## src/rtl/core/alad_pkg.sv

```systemverilog
// Shared types and constants of the analog limit alarm.
`default_nettype none
package alad_pkg;

    localparam int unsigned SAMPLE_W = 16;
    localparam int unsigned COUNT_W  = 8;
    localparam int unsigned CFG_IDX_W = 3;
    localparam int unsigned CFG_DAT_W = 16;

    // Input function codes
    localparam logic [1:0] FN_SAMPLE = 2'd0;
    localparam logic [1:0] FN_TICK   = 2'd1;
    localparam logic [1:0] FN_INIT   = 2'd2;

    // Event codes
    localparam logic [2:0] EVT_HIGH_ON  = 3'd0;
    localparam logic [2:0] EVT_HIGH_OFF = 3'd1;
    localparam logic [2:0] EVT_LOW_ON   = 3'd2;
    localparam logic [2:0] EVT_LOW_OFF  = 3'd3;
    localparam logic [2:0] EVT_DRIFT    = 3'd4;

    localparam logic PRI_HI = 1'b1;

    // Alarm flag bit positions
    localparam int unsigned FL_HSET = 0;
    localparam int unsigned FL_HREM = 1;
    localparam int unsigned FL_LSET = 2;
    localparam int unsigned FL_LREM = 3;

    // Configuration register indexes
    localparam logic [CFG_IDX_W-1:0] REG_HIGH_LIMIT   = 3'd0;
    localparam logic [CFG_IDX_W-1:0] REG_HIGH_RELEASE = 3'd1;
    localparam logic [CFG_IDX_W-1:0] REG_LOW_RELEASE  = 3'd2;
    localparam logic [CFG_IDX_W-1:0] REG_LOW_LIMIT    = 3'd3;
    localparam logic [CFG_IDX_W-1:0] REG_DEV_THRESH   = 3'd4;
    localparam logic [CFG_IDX_W-1:0] REG_DELAY_TICKS  = 3'd5;
    localparam logic [CFG_IDX_W-1:0] REG_HIGH_PRIO    = 3'd6;
    localparam logic [CFG_IDX_W-1:0] REG_CHAN_EN      = 3'd7;

    // Event queue between front and back
    localparam int unsigned QDEPTH = 2;
    localparam int unsigned QPTR_W = (QDEPTH > 1) ? $clog2(QDEPTH) : 1;
    localparam int unsigned QCNT_W = $clog2(QDEPTH + 1);

    // Events fired by one tick: fire[0] high timer, fire[1] low, fire[2] change
    typedef struct packed {
        logic [2:0]          fire;
        logic                hi_set;
        logic                lo_set;
        logic                hi_urg;
        logic                lo_urg;
        logic [SAMPLE_W-1:0] value;
    } t_evt_bundle;

endpackage
`default_nettype wire

```

## src/rtl/core/alad_front.sv

```systemverilog
// Front end: configuration registers, channel state and per-item classification.
`default_nettype none
module alad_front (
    input  wire logic                               i_clk,
    input  wire logic                               i_rst_n,
    input  wire logic                               i_in_valid,
    output logic                                    o_in_ready,
    input  wire logic [1:0]                         i_func,
    input  wire logic [alad_pkg::SAMPLE_W-1:0]      i_sample_value,
    input  wire logic                               i_cfg_we,
    input  wire logic [alad_pkg::CFG_IDX_W-1:0]     i_cfg_addr,
    input  wire logic [alad_pkg::CFG_DAT_W-1:0]     i_cfg_wdata,
    input  wire logic                               i_q_full,
    output logic                                    o_q_push,
    output alad_pkg::t_evt_bundle                   o_q_data
);

    logic [alad_pkg::SAMPLE_W-1:0] r_high_limit, r_high_release, r_low_release, r_low_limit;
    logic [alad_pkg::SAMPLE_W-1:0] r_dev_thresh;
    logic [alad_pkg::COUNT_W-1:0]  r_delay;
    logic                          r_high_prio, r_chan_en;

    logic [alad_pkg::SAMPLE_W-1:0] r_cur, n_cur, r_ref, n_ref;
    logic [3:0]                    r_flags, n_flags;
    logic                          r_hi_act, n_hi_act, r_hi_set, n_hi_set;
    logic                          r_lo_act, n_lo_act, r_lo_set, n_lo_set;
    logic                          r_chg_act, n_chg_act;
    logic [alad_pkg::COUNT_W-1:0]  r_hi_cnt, n_hi_cnt, r_lo_cnt, n_lo_cnt;
    logic [alad_pkg::COUNT_W-1:0]  r_chg_cnt, n_chg_cnt;

    logic                          accept;
    logic [alad_pkg::SAMPLE_W-1:0] v, diff;
    logic [2:0]                    fire;

    assign o_in_ready = !i_q_full;
    assign accept     = i_in_valid && o_in_ready;
    assign v          = i_sample_value;
    assign diff       = (v >= r_ref) ? (v - r_ref) : (r_ref - v);

    always_comb begin
        n_cur     = r_cur;
        n_ref     = r_ref;
        n_flags   = r_flags;
        n_hi_act  = r_hi_act;
        n_hi_set  = r_hi_set;
        n_hi_cnt  = r_hi_cnt;
        n_lo_act  = r_lo_act;
        n_lo_set  = r_lo_set;
        n_lo_cnt  = r_lo_cnt;
        n_chg_act = r_chg_act;
        n_chg_cnt = r_chg_cnt;
        fire      = 3'b000;
        if (accept) begin
            case (i_func)
                alad_pkg::FN_SAMPLE: begin
                    n_cur = v;
                    if (r_chan_en) begin
                        if (diff > r_dev_thresh) begin
                            n_chg_act = 1'b1;
                            n_chg_cnt = r_delay;
                            n_ref     = v;
                        end
                        // later starts override earlier ones
                        if (v >= r_high_limit && !n_flags[alad_pkg::FL_HSET]) begin
                            n_flags[alad_pkg::FL_HSET] = 1'b1;
                            n_flags[alad_pkg::FL_HREM] = 1'b0;
                            n_hi_act = 1'b1;
                            n_hi_cnt = r_delay;
                            n_hi_set = 1'b1;
                        end
                        if (v < r_high_release && !n_flags[alad_pkg::FL_HREM]) begin
                            n_flags[alad_pkg::FL_HREM] = 1'b1;
                            n_flags[alad_pkg::FL_HSET] = 1'b0;
                            n_hi_act = 1'b1;
                            n_hi_cnt = r_delay;
                            n_hi_set = 1'b0;
                        end
                        if (v > r_low_release && !n_flags[alad_pkg::FL_LREM]) begin
                            n_flags[alad_pkg::FL_LREM] = 1'b1;
                            n_flags[alad_pkg::FL_LSET] = 1'b0;
                            n_lo_act = 1'b1;
                            n_lo_cnt = r_delay;
                            n_lo_set = 1'b0;
                        end
                        if (v < r_low_limit && !n_flags[alad_pkg::FL_LSET]) begin
                            n_flags[alad_pkg::FL_LSET] = 1'b1;
                            n_flags[alad_pkg::FL_LREM] = 1'b0;
                            n_lo_act = 1'b1;
                            n_lo_cnt = r_delay;
                            n_lo_set = 1'b1;
                        end
                    end
                end
                alad_pkg::FN_INIT: begin
                    n_cur = v;
                    n_ref = v;
                    if (v >= r_high_limit) begin
                        n_flags = 4'b0000;
                        n_flags[alad_pkg::FL_HSET] = 1'b1;
                        n_flags[alad_pkg::FL_LREM] = 1'b1;
                    end
                    if (v <= r_low_limit) begin
                        n_flags = 4'b0000;
                        n_flags[alad_pkg::FL_LSET] = 1'b1;
                        n_flags[alad_pkg::FL_HREM] = 1'b1;
                    end
                    if (v <= r_high_release && v >= r_low_release) begin
                        n_flags = 4'b0000;
                        n_flags[alad_pkg::FL_HREM] = 1'b1;
                        n_flags[alad_pkg::FL_LREM] = 1'b1;
                    end
                end
                alad_pkg::FN_TICK: begin
                    if (r_hi_act) begin
                        n_hi_cnt = r_hi_cnt - 8'd1;
                        if (n_hi_cnt == '0) begin
                            n_hi_act = 1'b0;
                            fire[0]  = 1'b1;
                        end
                    end
                    if (r_lo_act) begin
                        n_lo_cnt = r_lo_cnt - 8'd1;
                        if (n_lo_cnt == '0) begin
                            n_lo_act = 1'b0;
                            fire[1]  = 1'b1;
                        end
                    end
                    if (r_chg_act) begin
                        n_chg_cnt = r_chg_cnt - 8'd1;
                        if (n_chg_cnt == '0) begin
                            n_chg_act = 1'b0;
                            fire[2]   = 1'b1;
                        end
                    end
                end
                default: begin
                end
            endcase
        end
    end

    assign o_q_push        = |fire;
    assign o_q_data.fire   = fire;
    assign o_q_data.hi_set = r_hi_set;
    assign o_q_data.lo_set = r_lo_set;
    assign o_q_data.hi_urg = (r_high_prio == alad_pkg::PRI_HI) && r_hi_set;
    assign o_q_data.lo_urg = (r_high_prio == alad_pkg::PRI_HI) && r_lo_set;
    assign o_q_data.value  = r_cur;

    always_ff @(posedge i_clk) begin
        if (!i_rst_n) begin
            r_high_limit   <= '1;
            r_high_release <= '1;
            r_low_release  <= '0;
            r_low_limit    <= '0;
            r_dev_thresh   <= '1;
            r_delay        <= 8'd1;
            r_high_prio    <= 1'b0;
            r_chan_en      <= 1'b0;
            r_cur          <= '0;
            r_ref          <= '0;
            r_flags        <= '0;
            r_hi_act       <= 1'b0;
            r_hi_set       <= 1'b0;
            r_hi_cnt       <= '0;
            r_lo_act       <= 1'b0;
            r_lo_set       <= 1'b0;
            r_lo_cnt       <= '0;
            r_chg_act      <= 1'b0;
            r_chg_cnt      <= '0;
        end else begin
            r_cur     <= n_cur;
            r_ref     <= n_ref;
            r_flags   <= n_flags;
            r_hi_act  <= n_hi_act;
            r_hi_set  <= n_hi_set;
            r_hi_cnt  <= n_hi_cnt;
            r_lo_act  <= n_lo_act;
            r_lo_set  <= n_lo_set;
            r_lo_cnt  <= n_lo_cnt;
            r_chg_act <= n_chg_act;
            r_chg_cnt <= n_chg_cnt;
            if (i_cfg_we) begin
                case (i_cfg_addr)
                    alad_pkg::REG_HIGH_LIMIT:   r_high_limit   <= i_cfg_wdata;
                    alad_pkg::REG_HIGH_RELEASE: r_high_release <= i_cfg_wdata;
                    alad_pkg::REG_LOW_RELEASE:  r_low_release  <= i_cfg_wdata;
                    alad_pkg::REG_LOW_LIMIT:    r_low_limit    <= i_cfg_wdata;
                    alad_pkg::REG_DEV_THRESH:   r_dev_thresh   <= i_cfg_wdata;
                    alad_pkg::REG_DELAY_TICKS:  r_delay        <= i_cfg_wdata[alad_pkg::COUNT_W-1:0];
                    alad_pkg::REG_HIGH_PRIO:    r_high_prio    <= i_cfg_wdata[0];
                    alad_pkg::REG_CHAN_EN:      r_chan_en      <= i_cfg_wdata[0];
                    default: begin
                    end
                endcase
            end
        end
    end

endmodule
`default_nettype wire

```

## src/rtl/core/alad_queue.sv

```systemverilog
// Small FIFO of tick event bundles between front and back.
`default_nettype none
module alad_queue (
    input  wire logic                  i_clk,
    input  wire logic                  i_rst_n,
    input  wire logic                  i_push,
    input  wire alad_pkg::t_evt_bundle i_wdata,
    output logic                       o_full,
    input  wire logic                  i_pop,
    output logic                       o_empty,
    output alad_pkg::t_evt_bundle      o_rdata
);

    alad_pkg::t_evt_bundle             r_mem [alad_pkg::QDEPTH];
    logic [alad_pkg::QPTR_W-1:0]       r_wr_ptr, r_rd_ptr;
    logic [alad_pkg::QCNT_W-1:0]       r_count;
    logic                              do_push, do_pop;

    assign o_full  = (r_count == alad_pkg::QCNT_W'(alad_pkg::QDEPTH));
    assign o_empty = (r_count == '0);
    assign do_push = i_push && !o_full;
    assign do_pop  = i_pop && !o_empty;
    assign o_rdata = r_mem[r_rd_ptr];

    always_ff @(posedge i_clk) begin
        if (do_push) begin
            r_mem[r_wr_ptr] <= i_wdata;
        end
    end

    always_ff @(posedge i_clk) begin
        if (!i_rst_n) begin
            r_wr_ptr <= '0;
            r_rd_ptr <= '0;
            r_count  <= '0;
        end else begin
            if (do_push) begin
                r_wr_ptr <= (r_wr_ptr == alad_pkg::QPTR_W'(alad_pkg::QDEPTH - 1))
                            ? '0 : r_wr_ptr + 1'b1;
            end
            if (do_pop) begin
                r_rd_ptr <= (r_rd_ptr == alad_pkg::QPTR_W'(alad_pkg::QDEPTH - 1))
                            ? '0 : r_rd_ptr + 1'b1;
            end
            case ({do_push, do_pop})
                2'b10:   r_count <= r_count + 1'b1;
                2'b01:   r_count <= r_count - 1'b1;
                default: r_count <= r_count;
            endcase
        end
    end

endmodule
`default_nettype wire

```

## src/rtl/core/alad_back.sv

```systemverilog
// Back end: unpacks each event bundle into result items, one per cycle while out_ready is high.
`default_nettype none
module alad_back (
    input  wire logic                          i_clk,
    input  wire logic                          i_rst_n,
    input  wire logic                          i_q_empty,
    input  wire alad_pkg::t_evt_bundle         i_q_data,
    output logic                               o_q_pop,
    output logic                               o_out_valid,
    input  wire logic                          i_out_ready,
    output logic [2:0]                         o_event_code,
    output logic [alad_pkg::SAMPLE_W-1:0]      o_reported_value,
    output logic                               o_urgent,
    output logic                               o_last_of_run
);

    logic [2:0]            r_mask, n_mask;
    alad_pkg::t_evt_bundle r_bundle;
    logic                  single, load;
    logic [2:0]            drop_low;

    assign single   = ((r_mask & (r_mask - 3'd1)) == 3'b000);
    assign drop_low = r_mask & (r_mask - 3'd1);
    // take the next bundle when idle or when the last result is leaving
    assign load     = (r_mask == 3'b000) || (i_out_ready && single);
    assign o_q_pop  = load && !i_q_empty;

    always_comb begin
        if (load) begin
            n_mask = i_q_empty ? 3'b000 : i_q_data.fire;
        end else if (i_out_ready) begin
            n_mask = drop_low;
        end else begin
            n_mask = r_mask;
        end
    end

    always_ff @(posedge i_clk) begin
        if (!i_rst_n) begin
            r_mask <= '0;
        end else begin
            r_mask <= n_mask;
        end
    end

    always_ff @(posedge i_clk) begin
        if (o_q_pop) begin
            r_bundle <= i_q_data;
        end
    end

    assign o_out_valid      = |r_mask;
    assign o_reported_value = r_bundle.value;
    assign o_last_of_run    = single;

    always_comb begin
        if (r_mask[0]) begin
            o_event_code = r_bundle.hi_set ? alad_pkg::EVT_HIGH_ON : alad_pkg::EVT_HIGH_OFF;
            o_urgent     = r_bundle.hi_urg;
        end else if (r_mask[1]) begin
            o_event_code = r_bundle.lo_set ? alad_pkg::EVT_LOW_ON : alad_pkg::EVT_LOW_OFF;
            o_urgent     = r_bundle.lo_urg;
        end else begin
            o_event_code = alad_pkg::EVT_DRIFT;
            o_urgent     = 1'b0;
        end
    end

endmodule
`default_nettype wire

```

## src/rtl/core/analog_limit_alarm_with_delay_top.sv

```systemverilog
// Top level of the analog limit alarm with hysteresis, change deadband and report delay.
//
// Samples, initial samples and ticks are accepted one per cycle while the event queue is
// not full; each is processed in the cycle it is accepted. A tick whose timers expire
// produces one to three results (high, then low, then change), delivered one per cycle
// from the back end while the output is ready, with last_of_run marking the final one.
// Up to two such ticks wait in the event queue between front and back; while the queue
// is full the input is not ready, so under load new input waits until results drain.
`default_nettype none
module analog_limit_alarm_with_delay_top (
    input  wire logic                               i_clk,
    input  wire logic                               i_rst_n,
    input  wire logic                               i_in_valid,
    output logic                                    o_in_ready,
    input  wire logic [1:0]                         i_func,
    input  wire logic [alad_pkg::SAMPLE_W-1:0]      i_sample_value,
    output logic                                    o_out_valid,
    input  wire logic                               i_out_ready,
    output logic [2:0]                              o_event_code,
    output logic [alad_pkg::SAMPLE_W-1:0]           o_reported_value,
    output logic                                    o_urgent,
    output logic                                    o_last_of_run,
    input  wire logic                               i_cfg_we,
    input  wire logic [alad_pkg::CFG_IDX_W-1:0]     i_cfg_addr,
    input  wire logic [alad_pkg::CFG_DAT_W-1:0]     i_cfg_wdata
);

    logic                  q_push, q_full;
    alad_pkg::t_evt_bundle q_wdata, q_rdata;
    logic                  q_pop, q_empty;

    alad_front u_front (
        .i_clk          (i_clk),
        .i_rst_n        (i_rst_n),
        .i_in_valid     (i_in_valid),
        .o_in_ready     (o_in_ready),
        .i_func         (i_func),
        .i_sample_value (i_sample_value),
        .i_cfg_we       (i_cfg_we),
        .i_cfg_addr     (i_cfg_addr),
        .i_cfg_wdata    (i_cfg_wdata),
        .i_q_full       (q_full),
        .o_q_push       (q_push),
        .o_q_data       (q_wdata)
    );

    alad_queue u_queue (
        .i_clk   (i_clk),
        .i_rst_n (i_rst_n),
        .i_push  (q_push),
        .i_wdata (q_wdata),
        .o_full  (q_full),
        .i_pop   (q_pop),
        .o_empty (q_empty),
        .o_rdata (q_rdata)
    );

    alad_back u_back (
        .i_clk            (i_clk),
        .i_rst_n          (i_rst_n),
        .i_q_empty        (q_empty),
        .i_q_data         (q_rdata),
        .o_q_pop          (q_pop),
        .o_out_valid      (o_out_valid),
        .i_out_ready      (i_out_ready),
        .o_event_code     (o_event_code),
        .o_reported_value (o_reported_value),
        .o_urgent         (o_urgent),
        .o_last_of_run    (o_last_of_run)
    );

endmodule
`default_nettype wire
```

## config.mk

```make
export PLATFORM = sky130hd
export DESIGN_NAME = analog_limit_alarm_with_delay_top
export DESIGN_NICKNAME = d
export VERILOG_FILES = /design/src/rtl/core/alad_pkg.sv /design/src/rtl/core/alad_front.sv /design/src/rtl/core/alad_queue.sv /design/src/rtl/core/alad_back.sv /design/src/rtl/core/analog_limit_alarm_with_delay_top.sv
export SDC_FILE = /design/constraint.sdc
export NUM_CORES = 1
export LEC_CHECK = 0
export BUFFER_PORTS_ARGS = -buffer_cell sky130_fd_sc_hd__buf_2
export CAP_MARGIN = 5
export CORE_MARGIN = 2
export CORE_UTILIZATION = 30
export DETAILED_ROUTE_END_ITERATION = 10
export MAX_ROUTING_LAYER = met4
export SLEW_MARGIN = 25
export SYNTH_ARGS = -nofsm -noshare
export SYNTH_HDL_FRONTEND = slang
export SYNTH_HIERARCHICAL = 1
export SYNTH_SLANG_ARGS = --single-unit
```

## constraint.sdc

```tcl
create_clock -name i_clk -period 5.6 [get_ports i_clk]
set_clock_uncertainty 0.2 [all_clocks]
set_input_delay 0.84 -clock i_clk [delete_from_list [all_inputs] [get_ports i_clk]]
set_output_delay 0.84 -clock i_clk [all_outputs]
set_load 0.02 [all_outputs]
```

# Yosys cells after proc, flatten, opt, wreduce, memory -nomap -nowiden
# Memories as Yosys holds them, arrays and structs flattened. A register that Yosys moved wholly into a read port is not among the register bits.
# Index checks and enable logic that the tools add are counted.
[word_totals] ram_bits=46 in_bits=42 output_inout_bits=23 n_memories=1 wordCells=207 reg_bits=182
[op_classes] add_sub_neg=10 bitwise=1 n_lt_le_gt_ge=9 muxes=77 n_reduce_logical=57 n_eq_ne=22
[mem_list] name="u_queue.r_mem" depth=2 width=23 rd=1 rd_clocked_by_memory_dff=1 wr=1 line="alad_queue.sv:14" source="alad_pkg::t_evt_bundle r_mem [alad_pkg::QDEPTH];"
[op_table] operator="$mux 8" count=11
[op_table] operator="$ge 16x16->1" count=3
[op_table] operator="$mux 16" count=3
[op_table] operator="$pmux 8 s2" count=3
[op_table] operator="$mux 1" count=33
[op_table] operator="$gt 16x16->1" count=2
[op_table] operator="$le 16x16->1" count=2
[op_table] operator="$lt 16x16->1" count=2
[op_table] operator="$pmux 16 s2" count=1
[op_table] operator="$sub 16x16->16" count=2
[op_table] operator="$reduce_and 4->1" count=7
[op_table] operator="$reduce_and 5->1" count=5
[op_table] operator="$logic_not 8->1" count=3
[op_table] operator="$sub 8x1->8 const B" count=3
[op_table] operator="$mux 3" count=7
[op_table] operator="$mux 2" count=10
[op_table] operator="$reduce_and 2->1" count=9
[op_table] operator="$mux 4" count=4
[op_table] operator="$eq 3x3->1 const B" count=4
[op_table] operator="$logic_and 1x1->1" count=12
[op_table] operator="$reduce_bool 2->1" count=6
[op_table] operator="$ne 2x1->1 const B" count=5
[op_table] operator="$logic_not 3->1" count=3
[op_table] operator="$ne 4x4->1 const B" count=2
[op_table] operator="other kinds (19)" count=34

# Depth between registers and ports, before layout
[depth] depth_word=11 ltp_mapped=22

# By module
# The synthesis kept the hierarchy.
[by_module_without_submodules] mod="alad_front" cells_each=1299 area_per_inst_um2=10183.5 n_inst=1 seq_area_each_um2=3103.0
[by_module_without_submodules] mod="alad_queue" cells_each=97 area_per_inst_um2=1886.8 n_inst=1 seq_area_each_um2=1481.4
[by_module_without_submodules] mod="alad_back" cells_each=73 area_per_inst_um2=987.2 n_inst=1 seq_area_each_um2=660.6

# Worst setup path after synthesis
# OpenSTA, ideal clock, no wires.
[synth_path] path_type="input to register" start="input port i_sample_value[0] in the netlist's numbering" end="register u_front/r_chg_cnt[3] in the netlist's numbering" stages=21 setup_ns=0.133 arrival_time_ns=4.901 setup_slack_ns=0.366 path_buffers=2 cell_sequence="inv_1 > ha_1 > inv_1 > fa_1 > nand3_1 > a211oi_1 > a211oi_2 > a211oi_4 > buf_4 > a2111oi_0 > o32ai_1 > xor2_1 > ha_1 > nand4_1 > or3_1 > or3_1 > o21a_1 > o211ai_1 > buf_4 > mux2i_1 > o22ai_1"
[synth_via] elab_chain_len=5 word_cells_on_any_way=7
[synth_rtl] element="from (decl)" line="analog_limit_alarm_with_delay_top.sv:16" source="input wire logic [alad_pkg::SAMPLE_W-1:0] i_sample_value,"
[synth_rtl] element="$sub 16x16->16 / $ge 16x16->1 (equally long branches)" line="alad_front.sv:38" source="assign diff = (v >= r_ref) ? (v - r_ref) : (r_ref - v);"
[synth_rtl] element="$mux 16 *" line="alad_front.sv:38"
[synth_rtl] element="$gt 16x16->1 *" line="alad_front.sv:58" source="if (diff > r_dev_thresh) begin"
[synth_rtl] element="$ne 2x1->1 (no source line) *"
[synth_rtl] element="$reduce_and 5->1 (no source line) *"
[synth_rtl] element="to (signal assigned)" line="alad_front.sv:182" source="r_chg_cnt <= n_chg_cnt;"
[synth_rtl] element="to (decl)" line="alad_front.sv:29" source="logic [alad_pkg::COUNT_W-1:0] r_chg_cnt, n_chg_cnt;"
# Mark *: on every way between the ends. The rest lies on a longest branch, timed or not.
# A chain may end at the register's enable or synchronous reset.

# Final worst setup path
# Same ends and word-level chain as after synthesis.

==> flow_summary_export.csv <==
group,metric,value,unit
pwr,vdd_drop_max,0.000222,V
timing,slew_headroom,0.334,
yosys,synth_area_leader_cell,"dfxtp_1",
critical_path,critPathCaptureType,"register",
timing,period_share,0.920,
placement,hpwl,26500,um
clock_network,clk_pin_slew_worst_paths,0.06,ns
yosys,synth_cells,1469,
critical_path,worstSetupPathType,"in2reg",
final_layout,regArea,5250,um^2
clock_network,cts_buffers,27,
yosys,synthArstFlopShare,0,
yosys,synth_edf_count,66,
pwr,p_sw_frac,0.272,
final_layout,final_nets,1692,
pwr,p_leak,6.16,nW
hold_path,hp-class,"reg2reg",
timing,finalSetupViolations,0,
clock_network,root_buffer,"clkbuf_16",
yosys,yosysWarnings,6,
critical_path,required,5.79,ns
hold_path,holdPathEnd,"u_queue/r_mem[0][5]",
final_layout,drive_above_1_share,0.146,
clock_network,clk-insertion-delay-late,0.55,ns
yosys,ys_seq_area_frac,0.402,
timing,period_minus_slack,5.15,ns
route,routedWlPerCell,16.6,um
die,io_pins,65,
yosys,ys_ff_latch,229,
pwr,internal_power,0.00295,W
route,first_iter_violations,524,
global_routing,groute.usage.overall,0.163,
route,drtAntennaViolNets,0,
route,drc,0,
route,first_pass_iters,5,
critical_path,timing.rr.start,"u_front/r_ref[0]",
yosys,synth_top_area_frac,0.250,
yosys,synthesis.area,13100,um^2
route,dr_total_vias,10600,
critical_path,r2r_cells,20,
critical_path,startpoint_type,"input port",
die,die_w,213,um
global_routing,gr-total-overflow,0,
die,die-height,213,um
placement,portBuffers,64,
pwr,p_per_area,270,nW/um^2
global_routing,antenna_found_initial,0,
timing,setup_tns,0,ns
pwr,seqPwrFrac,0.434,
critical_path,arrival,5.34,ns
global_routing,grt_pass1_wl,56100,um
die,row_count,76,
timing,tightest_slew,0.999,ns
hold_path,min_from,"u_front/r_cur[5]",
pwr,p_comb_frac,0.135,
clock_network,cts_resized,0,
timing,hold_viol,0,
pwr,power_switching,0.00110,W
critical_path,r2r-end,"u_front/r_chg_cnt[3]",
final_layout,fill_cells,4546,
placement,place_congestion,0.967,
critical_path,r2r_slack,0.57,ns
final_layout,synthToLayoutAreaGrowth,14.6,%
global_routing,grt_pass1_vias,10300,
yosys,synth.most_common_cell,"nand2_1",
hold_path,whs_path_depth,0,
clock_network,cts_tree,"done",
yosys,ys.flop_type,"dfxtp_1",
die,core_area,43000,um^2
clock_network,cts_setup_buffers,0,
yosys,ys_types,88,
clock_network,clock_sinks,229,
final_layout,antennaDiodeCount,0,
clock_network,cts_max_path_buffers,3,
yosys,synth_common_cells,"249 x nand2_1, 163 x dfxtp_1, 137 x a21oi_1, 137 x inv_1, 118 x ha_1",
yosys,ys_top_cells_by_area,"dfxtp_1 25%, edfxtp_1 15%, ha_1 11%, nand2_1 7.2%, a21oi_1 5.3%",
timing,slew_viol_final,0,
clock_network,h-tree-depth,1,
critical_path,critPathMaxFanout,14,
outcome,outcome,"completed",
final_layout,final_util,0.348,
yosys,syn_nets,1631,
timing,rsz0062_at_grt,"no",
global_routing,grt_max_degree,92,
timing,max_freq,194,MHz
final_layout,multi_input_area,6820,um^2
flow_run,cap_violations,0,
pwr,pwr-share-clk,0.431,
clock_network,holdBufCountCts,0,
route,avgViaCountPerCell,4.95,
yosys,synth_area_per_cell,8.89,um^2
route,drt-total-wl,35400,um
die,start_util,0.304,
die,dieArea,45200,um^2
-- cell families (layout without fill, tap and decap cells) --
kind of cell | count (synthesis) | count (layout) | share of synthesized area
buf+inv | 226 | 308 | 0.0776
mux | 54 | 54 | 0.0439
compound gates | 366 | 366 | 0.186
fa+ha+maj | 121 | 121 | 0.117
flops | 229 | 229 | 0.402
simple gates | 446 | 446 | 0.156
xor+xnor | 27 | 27 | 0.0181
-- registers in the layout, summed over array words and instances, names as in the netlist, 2 cells and up, named ones only --
| register | flops |
|---|---|
| u_front/r_high_limit | 16 |
| u_front/r_dev_thresh | 16 |
| u_front/r_hi_cnt | 8 |
| u_front/r_flags | 4 |
| u_front/r_high_release | 16 |
| u_queue/r_mem | 46 |
| u_front/r_ref | 16 |
| u_front/r_lo_cnt | 8 |
| u_front/r_cur | 16 |
| u_front/r_delay | 8 |
| u_queue/r_count | 2 |
| u_back/r_bundle | 4 |
| u_front/r_chg_cnt | 8 |
| u_back/o_reported_value | 16 |
| u_front/r_low_limit | 16 |
| u_front/r_low_release | 16 |
| u_back/r_mask | 3 |
-- per-layer routing --
metal / part of all wire / GRT usage / vias up
met5: 0 / - / -
met4: 0.026 / 0.0482 / 0
li1: - / - / 5259
met2: 0.45 / 0.260 / 226
met3: 0.050 / 0.0223 / 61
met1: 0.47 / 0.215 / 5031
-- worst max-delay path, cell delays in order --
cell,delay (ns)
buf_2,0.11
inv_1,0.08
ha_1,0.17
inv_1,0.05
fa_1,0.40
nand3_1,0.15
a211oi_1,0.11
a211oi_2,0.33
a211oi_4,0.10
buf_4,0.18
o41ai_1,0.44
o21ai_0,0.18
xor2_1,0.17
ha_1,0.30
nand2_1,0.07
or3_1,0.41
or3_1,0.42
o21a_1,0.18
o211ai_1,0.17
buf_12,0.18
mux2i_1,0.19
o22ai_1,0.10
-- layout by cell type, fill, tap and decap left out, types with 19 or more instances in the layout --
cell	n
nand2_1	249
dfxtp_1	163
a21oi_1	137
inv_1	136
ha_1	118
edfxtp_1	66
buf_2	63
o211ai_1	57
buf_4	53
nor2_1	52
o21ai_0	52
mux2i_1	28
clkbuf_16	27
nand4_1	26
mux2_2	26
a21o_1	25
nand3_1	22
xnor2_1	19
-- per-stage QoR --
stage	hold slack [ns]	area (um^2)	std cells	power, W	setup slack, ns
floorplan	0.225	13100	1469	0.00214	0.366
global placement	0.234	14100	2085	0.00232	-0.0116
detailed placement	0.241	14100	2085	0.00233	-0.133
CTS	0.254	15000	2135	0.00410	0.445
global route	0.273	15000	2136	0.00423	0.0542
finish	0.253	15000	2136	0.00405	0.450
-- power groups by stage --
stage	Combinational [W]	Clock (W)	Sequential, W
6_report	0.000547	0.00174	0.00175
5_1_grt	0.000609	0.00186	0.00176
4_1_cts	0.000546	0.00180	0.00175
3_5_place_dp	0.000543	0	0.00179
3_3_place_gp	0.000534	0	0.00179
2_1_floorplan	0.000359	0	0.00178
-- how the worst max path moves through the flow --
| stage | cells after the start | to | start |
|---|---|---|---|
| finish | 22 | u_front/r_chg_cnt[3] | i_sample_value[0] |
| global route | 22 | u_front/r_chg_cnt[3] | i_sample_value[0] |
| CTS | 22 | u_front/r_chg_cnt[3] | i_sample_value[0] |
| detailed placement | 22 | u_front/r_chg_cnt[3] | i_sample_value[0] |
| global placement | 22 | u_front/r_chg_cnt[3] | i_sample_value[0] |
| floorplan | 21 | u_front/r_chg_cnt[3] | i_sample_value[0] |
-- area by class of cell --
cell class              instances  share of cell area
clock buffers                  29              0.0463
clock inverters                21              0.0128
inverters                     139              0.0349
multi-input cells            1014               0.456
flip-flops and latches        229               0.350
well taps                     585              0.0489
repair buffers                119              0.0511
(Power assumes the default switching activity.)
